**src/adfr_pkg.sv**
```systemverilog
// ----------------------------------------------------------------------------
// adfr_pkg
// shared constants, codes and types of the api frame deframer
// ----------------------------------------------------------------------------
package adfr_pkg;

  localparam int BufferDepth = 256;
  localparam int AddrW       = $clog2(BufferDepth);
  localparam logic [15:0] LenLimit = 16'(BufferDepth - 10);
  localparam logic [7:0]  ChecksumGood  = 8'hFF;
  localparam logic [7:0]  StartDelimRst = 8'h7E;

  localparam logic [1:0] OpRxByte  = 2'd0;
  localparam logic [1:0] OpRead    = 2'd1;
  localparam logic [1:0] OpRelease = 2'd2;

  localparam logic [2:0] EvNone    = 3'd0;
  localparam logic [2:0] EvAccept  = 3'd1;
  localparam logic [2:0] EvTooLong = 3'd2;
  localparam logic [2:0] EvBadCsum = 3'd3;
  localparam logic [2:0] EvOverrun = 3'd4;

  localparam int OutDataW = 64;

  typedef struct packed {
    logic             we;
    logic [AddrW-1:0] addr;
    logic [7:0]       data;
  } adfr_wr_t;

  typedef struct packed {
    logic        frame_ready;
    logic [15:0] frame_length;
    logic [2:0]  event_res;
    logic [15:0] error_total;
    logic [15:0] overrun_total;
  } adfr_stat_t;

endpackage

```
**src/api_frame_deframer.sv**
```systemverilog
// ----------------------------------------------------------------------------
// api_frame_deframer
// length-prefixed frame receiver with 8-bit checksum and indexed payload buffer
//
//   port group   dir  beat contents
//   s_axis       in   tuser opcode, tdata byte_value / read_index
//   m_axis       out  tdata read_data .. overrun_total, one beat per input beat
//   apb          in   start_delimiter at byte address 0
//
// one beat per cycle sustained unless m_axis stalls; each result is registered
// in the read of the payload buffer and then in the output stage
// reset clears parser state, counters and start_delimiter (0x7e); the buffer
// is not cleared, no sweep is run
// a stalled output holds up to two results before s_axis_tready drops
// ----------------------------------------------------------------------------
module api_frame_deframer (
  input  logic        clk_i,
  input  logic        rst_ni,
  input  logic        s_axis_tvalid,
  output logic        s_axis_tready,
  input  logic [15:0] s_axis_tdata,  // byte_value, read_index
  input  logic [1:0]  s_axis_tuser,  // opcode
  output logic        m_axis_tvalid,
  input  logic        m_axis_tready,
  output logic [63:0] m_axis_tdata,  // read_data, frame_ready, frame_length,
                                     // event_res, error_total, overrun_total
  input  logic        psel,
  input  logic        penable,
  input  logic        pwrite,
  input  logic [2:0]  paddr,
  input  logic [31:0] pwdata,
  output logic [31:0] prdata,
  output logic        pready
);
  import adfr_pkg::*;

  logic        in_acc;
  logic [7:0]  byte_value;
  logic [7:0]  read_index;
  logic [7:0]  start_delim_q;
  adfr_wr_t    wr;
  adfr_stat_t  stat;
  logic        rd_hit;
  logic [7:0]  rdata;
  logic        s1_valid_q, s1_valid_d;
  adfr_stat_t  s1_stat_q;
  logic        s1_rd_q;
  logic        out_free;
  logic        s1_adv;
  logic        out_valid_q, out_valid_d;
  logic [OutDataW-1:0] out_data_q;
  logic [7:0]  rd_mux;

  assign byte_value = s_axis_tdata[7:0];
  assign read_index = s_axis_tdata[15:8];

  // config port
  assign pready = 1'b1;
  assign prdata = (paddr[2] == 1'b0) ? {24'h0, start_delim_q} : 32'h0;

  always_ff @(posedge clk_i or negedge rst_ni) begin
    if (!rst_ni) begin
      start_delim_q <= StartDelimRst;
    end else if (psel && penable && pwrite && pready && (paddr[2] == 1'b0)) begin
      start_delim_q <= pwdata[7:0];
    end
  end

  assign out_free      = !out_valid_q || m_axis_tready;
  assign s1_adv        = s1_valid_q && out_free;
  assign s_axis_tready = !s1_valid_q || out_free;
  assign in_acc        = s_axis_tvalid && s_axis_tready;

  assign rd_hit = (s_axis_tuser == OpRead) && (32'(read_index) < BufferDepth);

  adfr_ctrl u_ctrl (
    .clk_i         (clk_i),
    .rst_ni        (rst_ni),
    .accept_i      (in_acc),
    .opcode_i      (s_axis_tuser),
    .byte_value_i  (byte_value),
    .start_delim_i (start_delim_q),
    .wr_o          (wr),
    .stat_o        (stat)
  );

  adfr_buf u_buf (
    .clk_i   (clk_i),
    .wr_i    (wr),
    .re_i    (in_acc && rd_hit),
    .raddr_i (AddrW'(read_index)),
    .rdata_o (rdata)
  );

  always_comb begin
    s1_valid_d = s1_valid_q;
    if (in_acc) begin
      s1_valid_d = 1'b1;
    end else if (s1_adv) begin
      s1_valid_d = 1'b0;
    end
    out_valid_d = out_valid_q;
    if (s1_adv) begin
      out_valid_d = 1'b1;
    end else if (m_axis_tready) begin
      out_valid_d = 1'b0;
    end
  end

  always_ff @(posedge clk_i or negedge rst_ni) begin
    if (!rst_ni) begin
      s1_valid_q  <= 1'b0;
      out_valid_q <= 1'b0;
    end else begin
      s1_valid_q  <= s1_valid_d;
      out_valid_q <= out_valid_d;
    end
  end

  always_ff @(posedge clk_i) begin
    if (in_acc) begin
      s1_stat_q <= stat;
      s1_rd_q   <= rd_hit;
    end
  end

  assign rd_mux = s1_rd_q ? rdata : 8'h00;

  always_ff @(posedge clk_i) begin
    if (s1_adv) begin
      out_data_q <= {4'h0, s1_stat_q.overrun_total, s1_stat_q.error_total,
                     s1_stat_q.event_res, s1_stat_q.frame_length,
                     s1_stat_q.frame_ready, rd_mux};
    end
  end

  assign m_axis_tvalid = out_valid_q;
  assign m_axis_tdata  = out_data_q;

endmodule

```
**src/adfr_buf.sv**
```systemverilog
// ----------------------------------------------------------------------------
// adfr_buf
// payload buffer, one write and one registered read port
// ----------------------------------------------------------------------------
module adfr_buf (
  input  logic                    clk_i,
  input  adfr_pkg::adfr_wr_t      wr_i,
  input  logic                    re_i,
  input  logic [adfr_pkg::AddrW-1:0] raddr_i,
  output logic [7:0]              rdata_o
);
  import adfr_pkg::*;

  logic [7:0] mem_q [BufferDepth];
  logic [7:0] rdata_q;

  always_ff @(posedge clk_i) begin
    if (wr_i.we) begin
      mem_q[wr_i.addr] <= wr_i.data;
    end
  end

  always_ff @(posedge clk_i) begin
    if (re_i) begin
      rdata_q <= mem_q[raddr_i];
    end
  end

  assign rdata_o = rdata_q;

endmodule

```
**src/adfr_ctrl.sv**
```systemverilog
// ----------------------------------------------------------------------------
// adfr_ctrl
// frame parser: phase, length, running sum, pending flag and counters
// ----------------------------------------------------------------------------
module adfr_ctrl (
  input  logic                 clk_i,
  input  logic                 rst_ni,
  input  logic                 accept_i,
  input  logic [1:0]           opcode_i,
  input  logic [7:0]           byte_value_i,
  input  logic [7:0]           start_delim_i,
  output adfr_pkg::adfr_wr_t   wr_o,
  output adfr_pkg::adfr_stat_t stat_o
);
  import adfr_pkg::*;

  localparam logic [2:0] PhHunt   = 3'd0;
  localparam logic [2:0] PhStart  = 3'd1;
  localparam logic [2:0] PhLenMsb = 3'd2;
  localparam logic [2:0] PhPay    = 3'd3;
  localparam logic [2:0] PhCsum   = 3'd4;

  logic [2:0]       phase_q, phase_d;
  logic [15:0]      len_q, len_d;
  logic [AddrW-1:0] idx_q, idx_d;
  logic [7:0]       sum_q, sum_d;
  logic             pend_q, pend_d;
  logic [15:0]      err_q, err_d;
  logic [15:0]      ovr_q, ovr_d;
  logic [2:0]       ev;
  logic [AddrW:0]   idx_inc;
  logic [15:0]      len_new;
  logic [7:0]       csum;
  logic             fail;

  assign idx_inc = {1'b0, idx_q} + 1'b1;
  assign len_new = {len_q[15:8], byte_value_i};
  assign csum    = byte_value_i + sum_q;

  always_comb begin
    phase_d = phase_q;
    len_d   = len_q;
    idx_d   = idx_q;
    sum_d   = sum_q;
    pend_d  = pend_q;
    err_d   = err_q;
    ovr_d   = ovr_q;
    ev      = EvNone;
    fail    = 1'b0;
    wr_o.we   = 1'b0;
    wr_o.addr = idx_q;
    wr_o.data = byte_value_i;
    unique case (opcode_i)
      OpRxByte: begin
        unique case (phase_q)
          PhHunt: begin
            if (byte_value_i == start_delim_i) begin
              phase_d = PhStart;
            end
          end
          PhStart: begin
            if (pend_q) begin
              ovr_d = ovr_q + 16'd1;
              ev    = EvOverrun;
              fail  = 1'b1;
            end else begin
              len_d   = {byte_value_i, 8'h00};
              phase_d = PhLenMsb;
            end
          end
          PhLenMsb: begin
            len_d   = len_new;
            phase_d = PhPay;
            idx_d   = '0;
            sum_d   = '0;
            if (len_new > LenLimit) begin
              ev   = EvTooLong;
              fail = 1'b1;
            end
          end
          PhPay: begin
            wr_o.we = 1'b1;
            sum_d   = sum_q + byte_value_i;
            idx_d   = idx_inc[AddrW-1:0];
            if (16'(idx_inc) > LenLimit) begin
              ev   = EvTooLong;
              fail = 1'b1;
            end else if (16'(idx_inc) >= len_q) begin
              phase_d = PhCsum;
            end
          end
          PhCsum: begin
            if (csum != ChecksumGood) begin
              ev   = EvBadCsum;
              fail = 1'b1;
            end else begin
              ev      = EvAccept;
              pend_d  = 1'b1;
              phase_d = PhHunt;
              idx_d   = '0;
              sum_d   = '0;
            end
          end
          default: begin
            phase_d = PhHunt;
            idx_d   = '0;
            sum_d   = '0;
          end
        endcase
        if (fail) begin
          err_d   = err_q + 16'd1;
          phase_d = PhHunt;
          idx_d   = '0;
          sum_d   = '0;
        end
      end
      OpRelease: pend_d = 1'b0;
      default: ;
    endcase
    wr_o.we = wr_o.we & accept_i;
  end

  always_ff @(posedge clk_i or negedge rst_ni) begin
    if (!rst_ni) begin
      phase_q <= PhHunt;
      len_q   <= '0;
      idx_q   <= '0;
      sum_q   <= '0;
      pend_q  <= 1'b0;
      err_q   <= '0;
      ovr_q   <= '0;
    end else if (accept_i) begin
      phase_q <= phase_d;
      len_q   <= len_d;
      idx_q   <= idx_d;
      sum_q   <= sum_d;
      pend_q  <= pend_d;
      err_q   <= err_d;
      ovr_q   <= ovr_d;
    end
  end

  assign stat_o.frame_ready   = pend_d;
  assign stat_o.frame_length  = len_d;
  assign stat_o.event_res     = ev;
  assign stat_o.error_total   = err_d;
  assign stat_o.overrun_total = ovr_d;

endmodule
```
**config.mk**
```make
export PLATFORM = sky130hd
export DESIGN_NAME = api_frame_deframer
export DESIGN_NICKNAME = d
export VERILOG_FILES = /design/src/adfr_pkg.sv /design/src/api_frame_deframer.sv /design/src/adfr_buf.sv /design/src/adfr_ctrl.sv
export SDC_FILE = /design/constraint.sdc
export NUM_CORES = 2
export LEC_CHECK = 0
export ABC_AREA = 1
export BUFFER_PORTS_ARGS = -buffer_cell sky130_fd_sc_hd__buf_4
export CELL_PAD_IN_SITES_DETAIL_PLACEMENT = 1
export CELL_PAD_IN_SITES_GLOBAL_PLACEMENT = 1
export CORE_MARGIN = 1.5
export CORE_UTILIZATION = 46
export DETAILED_ROUTE_END_ITERATION = 7
export PLACE_DENSITY_LB_ADDON = 0.1
export SLEW_MARGIN = 20
export SYNTH_ARGS = -nofsm -noshare
export SYNTH_HDL_FRONTEND = slang
export SYNTH_HIERARCHICAL = 1
export SYNTH_SLANG_ARGS = --single-unit
```
**constraint.sdc**
```tcl
create_clock -name clk_i -period 4 [get_ports clk_i]
set_clock_uncertainty 0.2 [all_clocks]
set_input_delay 0.2 -clock clk_i [delete_from_list [all_inputs] [get_ports clk_i]]
set_output_delay 0.2 -clock clk_i [all_outputs]
set_load 0.005 [all_outputs]
```
## Yosys cells after proc, flatten, opt, wreduce, memory -nomap -nowiden

Memory sizes are Yosys's and may differ from the RTL's. A register that Yosys moved wholly into a read port is not among the register bits.
Cells that the tools add are included.

- Register bits: 191
- Memory bits (writable): 2048
- Input port bits: 60
- Output and inout bits: 99
- Logic and storage cells: 102
- Memories: 1

Memories:

| name | words | width | read ports | clocked after Yosys merged registers in | wr ports | RTL line | text |
|---|---|---|---|---|---|---|---|
| u_buf.mem_q | 256 | 8 | 1 | 1 | 1 | adfr_buf.sv:14 | `logic [7:0] mem_q [BufferDepth];` |

- $add $sub $neg: 4
- Magnitude comparators: 3
- Equality and inequality tests: 14
- Multiplexer cells: 43
- Bitwise gates (word level): 2
- Reduce and logical (&&, ||, !) cells: 17

Operators with widths:

| cell | number |
|---|---|
| 16-bit two-way mux | 7 |
| 8-bit one-hot mux with 3 select lines | 2 |
| 16-bit by 1-bit adder with 16-bit output (second input constant) | 2 |
| 8-bit two-way mux | 4 |
| 16-bit one-hot mux with 2 select lines | 1 |
| 3-bit two-way mux | 7 |
| 9-bit by 16-bit greater-or-equal comparator with 1-bit output | 1 |
| 16-bit by 8-bit greater-than comparator with 1-bit output (second input constant) | 1 |
| 1-bit two-way mux | 15 |
| 3-bit one-hot mux with 5 select lines | 1 |
| 3-bit one-hot mux with 4 select lines | 1 |
| 8-bit by 1-bit adder with 9-bit output (second input constant) | 1 |
| 9-bit by 8-bit greater-than comparator with 1-bit output (second input constant) | 1 |
| 3-bit != test (second input constant) | 3 |
| 8-bit adder | 1 |
| 8-bit equality test | 1 |
| 8-bit != test (second input constant) | 1 |
| 7-bit AND reduction | 1 |
| 3-bit by 2-bit equality test with 1-bit output (second input constant) | 2 |
| 1-bit logical AND | 6 |
| 2-bit two-way mux | 3 |
| 3-bit by 1-bit != test with 1-bit output (second input constant) | 2 |
| 1-bit one-hot mux with 4 select lines | 1 |
| 4-bit AND reduction | 1 |
| other kinds (14) | 17 |

## Depth between registers and ports, before layout

- Depth in word-level cells: 7
- Gate-level depth with buffers: 20
- Depth with buffers taken out: 20

## Cells and area by module

The synthesis kept the hierarchy.

By module, submodules not included:

| module | times used | cells each | area an instance (um^2) | sequential area each (um^2) |
|---|---|---|---|---|
| adfr_buf | 1 | 7003 | 83476.3 | 61739.2 |
| adfr_ctrl | 1 | 727 | 5022.3 | 1701.6 |
| api_frame_deframer | 1 | 230 | 4205.3 | 3651.0 |

## Worst setup path after synthesis

No wires, ideal clock.

- Path kind: register -> register
- Start: reg out_valid_q (netlist: m_axis_tvalid)
- End: mem u_buf.mem_q[162][0] (enable)
- Library setup time: 0.370 ns
- Arrival time: 3.819 ns
- Required time: 3.430 ns
- Setup slack: -0.389 ns
- Stages on the path, launching flop included: 13
- Buffers on the path: 3
- Period minus slack after synthesis: 4.389 ns
- Cell sequence: dfrtp_1 > nand3_1 > nand2_1 > inv_1 > clkbuf_1 > clkinv_1 > nor2_1 > inv_1 > nor2_1 > clkbuf_1 > nand3_1 > clkbuf_1 > nor2_1

RTL lines:

| item | RTL line | text |
|---|---|---|
| start: declaration | api_frame_deframer.sv:50 | `logic out_valid_q, out_valid_d;` |
| start signal: assignment | api_frame_deframer.sv:116 | `out_valid_q <= out_valid_d;` |
| end: declaration | adfr_buf.sv:14 |  |

==> results.cfg <==
[status]
status = complete, no violations

[worst_setup_path]
cp.required_ps = 4290
worstPathArrival_ps = 4220
worstSetupPathType = in -> reg
cp-start-kind = input port
cpPeakStageDelay_ps = 800
path_max_fanout = 20
r2r_end = u_buf/mem_q[138][2]
crit_path_end_kind = flop
r2r-start = m_axis_tvalid
cp_num_buf_inv = 8
r2r_cells = 10
worst_path_max_delay_cell = nor2_1
path_cells = dlygate4sd3_1, buf_4, dlygate4sd3_1, inv_1, nand3_1, nand2_1, clkinvlp_4, clkinv_1, nor2_1, inv_1, nor2_2, buf_12, nand2_2, nor2_1
cp_top_family = simple AND/OR/NAND/NOR gates
reg2reg_slack_ps = 190

[synthesis]
netlist_area_mm2 = 0.0927
postSynth.asyncResetShare_pct = 3.47
syn_inst = 7960
syn_avg_cell_area_um2 = 11.6
seq_area_frac_synth_pct = 72.4
synth-edff-count = 2169
ys.warnings.count = 6
synth_ff_type = edfxtp_1
synth_cell_types = 48
ys_seq_elements = 2247

[placement]
hpwl_mm = 167
gp_congestion = 0.844
placed_cell_area_mm2 = 0.0977
dpl_worst_slack_ps = 242
numPortBuffers = 103
post-place-cells = 10600

[power_and_ir_drop]
leakagePower_nw = 38.2
total_power_mw = 51.9
max-vdd-ir-drop_mv = 0.469
seqPwrFrac_pct = 51.0
powerDensity_mw_per_mm2 = 491
p_sw_share_pct = 23.6
p_comb_share_pct = 8.2
switchingPower_mw = 12.3
p_int_mw = 39.7
clockPowerShare_pct = 40.9

[global_route]
grt_pass1_vias = 65300
antenna_found_initial = 10
grt_pass1_wl_mm = 420
grt_max_degree = 187
track_usage_pct = 27.5
overflow = 0

[clock_network]
numCtsBuffers = 229
clock-sinks = 2247
cts.clk_slew.worst_paths_ps = 60
cts_tree = built
clock_path_buffers = 3
clk_latency_ps = 870
cts_setup_buffers = 0
cts_root_buffer = clkbuf_16
htree_levels = 4

[timing]
worstMarginPinSlew_ps = 1140
min_period_ps = 3930
setup_violations = 0
fin_crit_sh_pct = 98.3
fmax_ghz = 0.254
hold_viol_final = 0
slew_viol_final = 0
rsz0062_at_grt = true
tns_ps = 0
fin_ws_ps = 66.4
relSlewSlack_pct = 23.5
whs_ps = 75.5

[die]
start_util_pct = 46.3
die-width_um = 452
die_area_mm2 = 0.204
core_mm2 = 0.200
ioPinCount = 159
rows = 164
die_h_um = 452

[min_path]
worstHoldPathType = in -> reg
hold_path.startpoint = s_axis_tdata[3]
min_path_cells = 2
holdPathEnd = u_buf/mem_q[175][3]

[finish]
layout_commonest_cell = nand2_1
fin_util_pct = 52.8
nets = 8304
layout_common_cells = nand2_1, edfxtp_1, nand3_1
layout.cell_area.non_filler_mm2 = 0.106
syn_to_final_growth_pct = 14.1
fin_cells = 11100
drive_above_1_share_pct = 10.3

[route]
drtIter0Drc = 5707
vias = 63100
drc = 0
post_drt_wl_per_cell_um = 25.4
first_pass_iters = 5
ant_nets = 0
via_per_inst = 5.70
wirelength_mm = 281

[job]
drv_cap = 0
cells by family after synthesis:
| kind of cell | count (synthesis) | synth area share [%] |
|---|---|---|
| XOR/XNOR | 22 | 0.208 |
| buffers and inverters | 712 | 3.77 |
| AND/OR/NAND/NOR | 4866 | 22.8 |
| adder cells (fa/ha/maj) | 21 | 0.292 |
| flip-flops | 2247 | 72.4 |
| AO/OA/AOI/OAI | 90 | 0.514 |
| other | 2 | 0.00810 |
power groups by stage:
stage          clock (mW)  combinational, mW  sequential [mW]
6_report             21.2               4.24             26.5
3_3_place_gp            0               4.02             27.0
4_1_cts              21.6               4.23             26.5
2_1_floorplan           0               2.51             26.9
3_5_place_dp            0               4.14             27.0
5_1_grt              22.3               4.63             26.5
cell usage after synthesis, types with 3 or more instances:
master	count	area (µm²)
a21oi_1	9	45.0
dfrtp_1	72	1800
clkbuf_1	120	450
xor2_1	15	131
ha_1	20	250
nand4_1	26	163
dfstp_2	6	158
nand3_2	3	30.0
buf_4	88	661
or2_2	4	25.0
nor3_1	9	45.0
inv_2	5	18.8
nor3_2	3	30.0
xnor2_1	7	61.3
nand2_1	2377	8920
nand2_2	3	18.8
nand2_4	5	56.3
inv_1	161	604
o21ai_1	17	85.1
and2_1	8	50.1
buf_1	44	165
o21ai_0	49	245
nor2_2	3	18.8
buf_2	271	1360
nor2_1	326	1220
o22ai_1	8	50.1
nand3_1	2082	10400
edfxtp_1	2169	65100
buf_6	18	203
nor4_1	5	31.3
worst max-delay path by stage:
| stage | start | to | slack (ps) | cells past startpoint |
|---|---|---|---|---|
| after floorplan | m_axis_tvalid | m_axis_tdata[0] | -60 | 1 |
| after global placement | m_axis_tvalid | u_buf/mem_q[234][4] | 310 | 12 |
| after detailed placement | m_axis_tvalid | u_buf/mem_q[122][7] | 240 | 10 |
| after CTS | u_ctrl/sum_q[4] | u_ctrl/sum_q[5] | 170 | 16 |
| after global routing | m_axis_tready | u_buf/mem_q[122][7] | -20 | 14 |
| final | m_axis_tready | u_buf/mem_q[138][2] | 70 | 14 |
state kept, by name (all words and copies together), names as in the netlist:
signal          cells
u_buf/mem_q      2048
m_axis_tdata       60
s1_stat_q          52
u_ctrl/err_q       16
u_ctrl/len_q       16
u_ctrl/ovr_q       16
start_delim_q       8
u_buf/rdata_o       8
u_ctrl/idx_q        8
u_ctrl/sum_q        8
u_ctrl/phase_q      3
m_axis_tvalid       1
s1_rd_q             1
s1_valid_q          1
u_ctrl/pend_q       1
per-layer routing:
layer | wire length [µm] | GRT usage, % | share of wire, % | up-vias
li1 | - | - | - | 28500
met1 | 120000 | 37.6 | 43 | 32400
met2 | 135000 | 45.1 | 48 | 1811
met3 | 16000 | 3.87 | 5.7 | 460
met4 | 9440 | 9.29 | 3.4 | 4
met5 | 23 | 0 | 0.0082 | -
layout make-up:
cell class,count,area [µm²]
clock buffers,277,6000
inverters,170,681
diodes,3,7.51
multi-input cells,5028,22300
well taps,2656,3320
fillers,20600,94300
clock inverters,141,1350
flip-flops and latches,2247,67100
repair buffers,547,5000
repair_timing:
item / in CTS / in global routing
endpoints found under the hold margin: 906 / 0
resized for setup: 0 / 2
hold buffers: 61 / 0
setup endpoints to repair: 0 / 25
(Power assumes the default switching activity.)
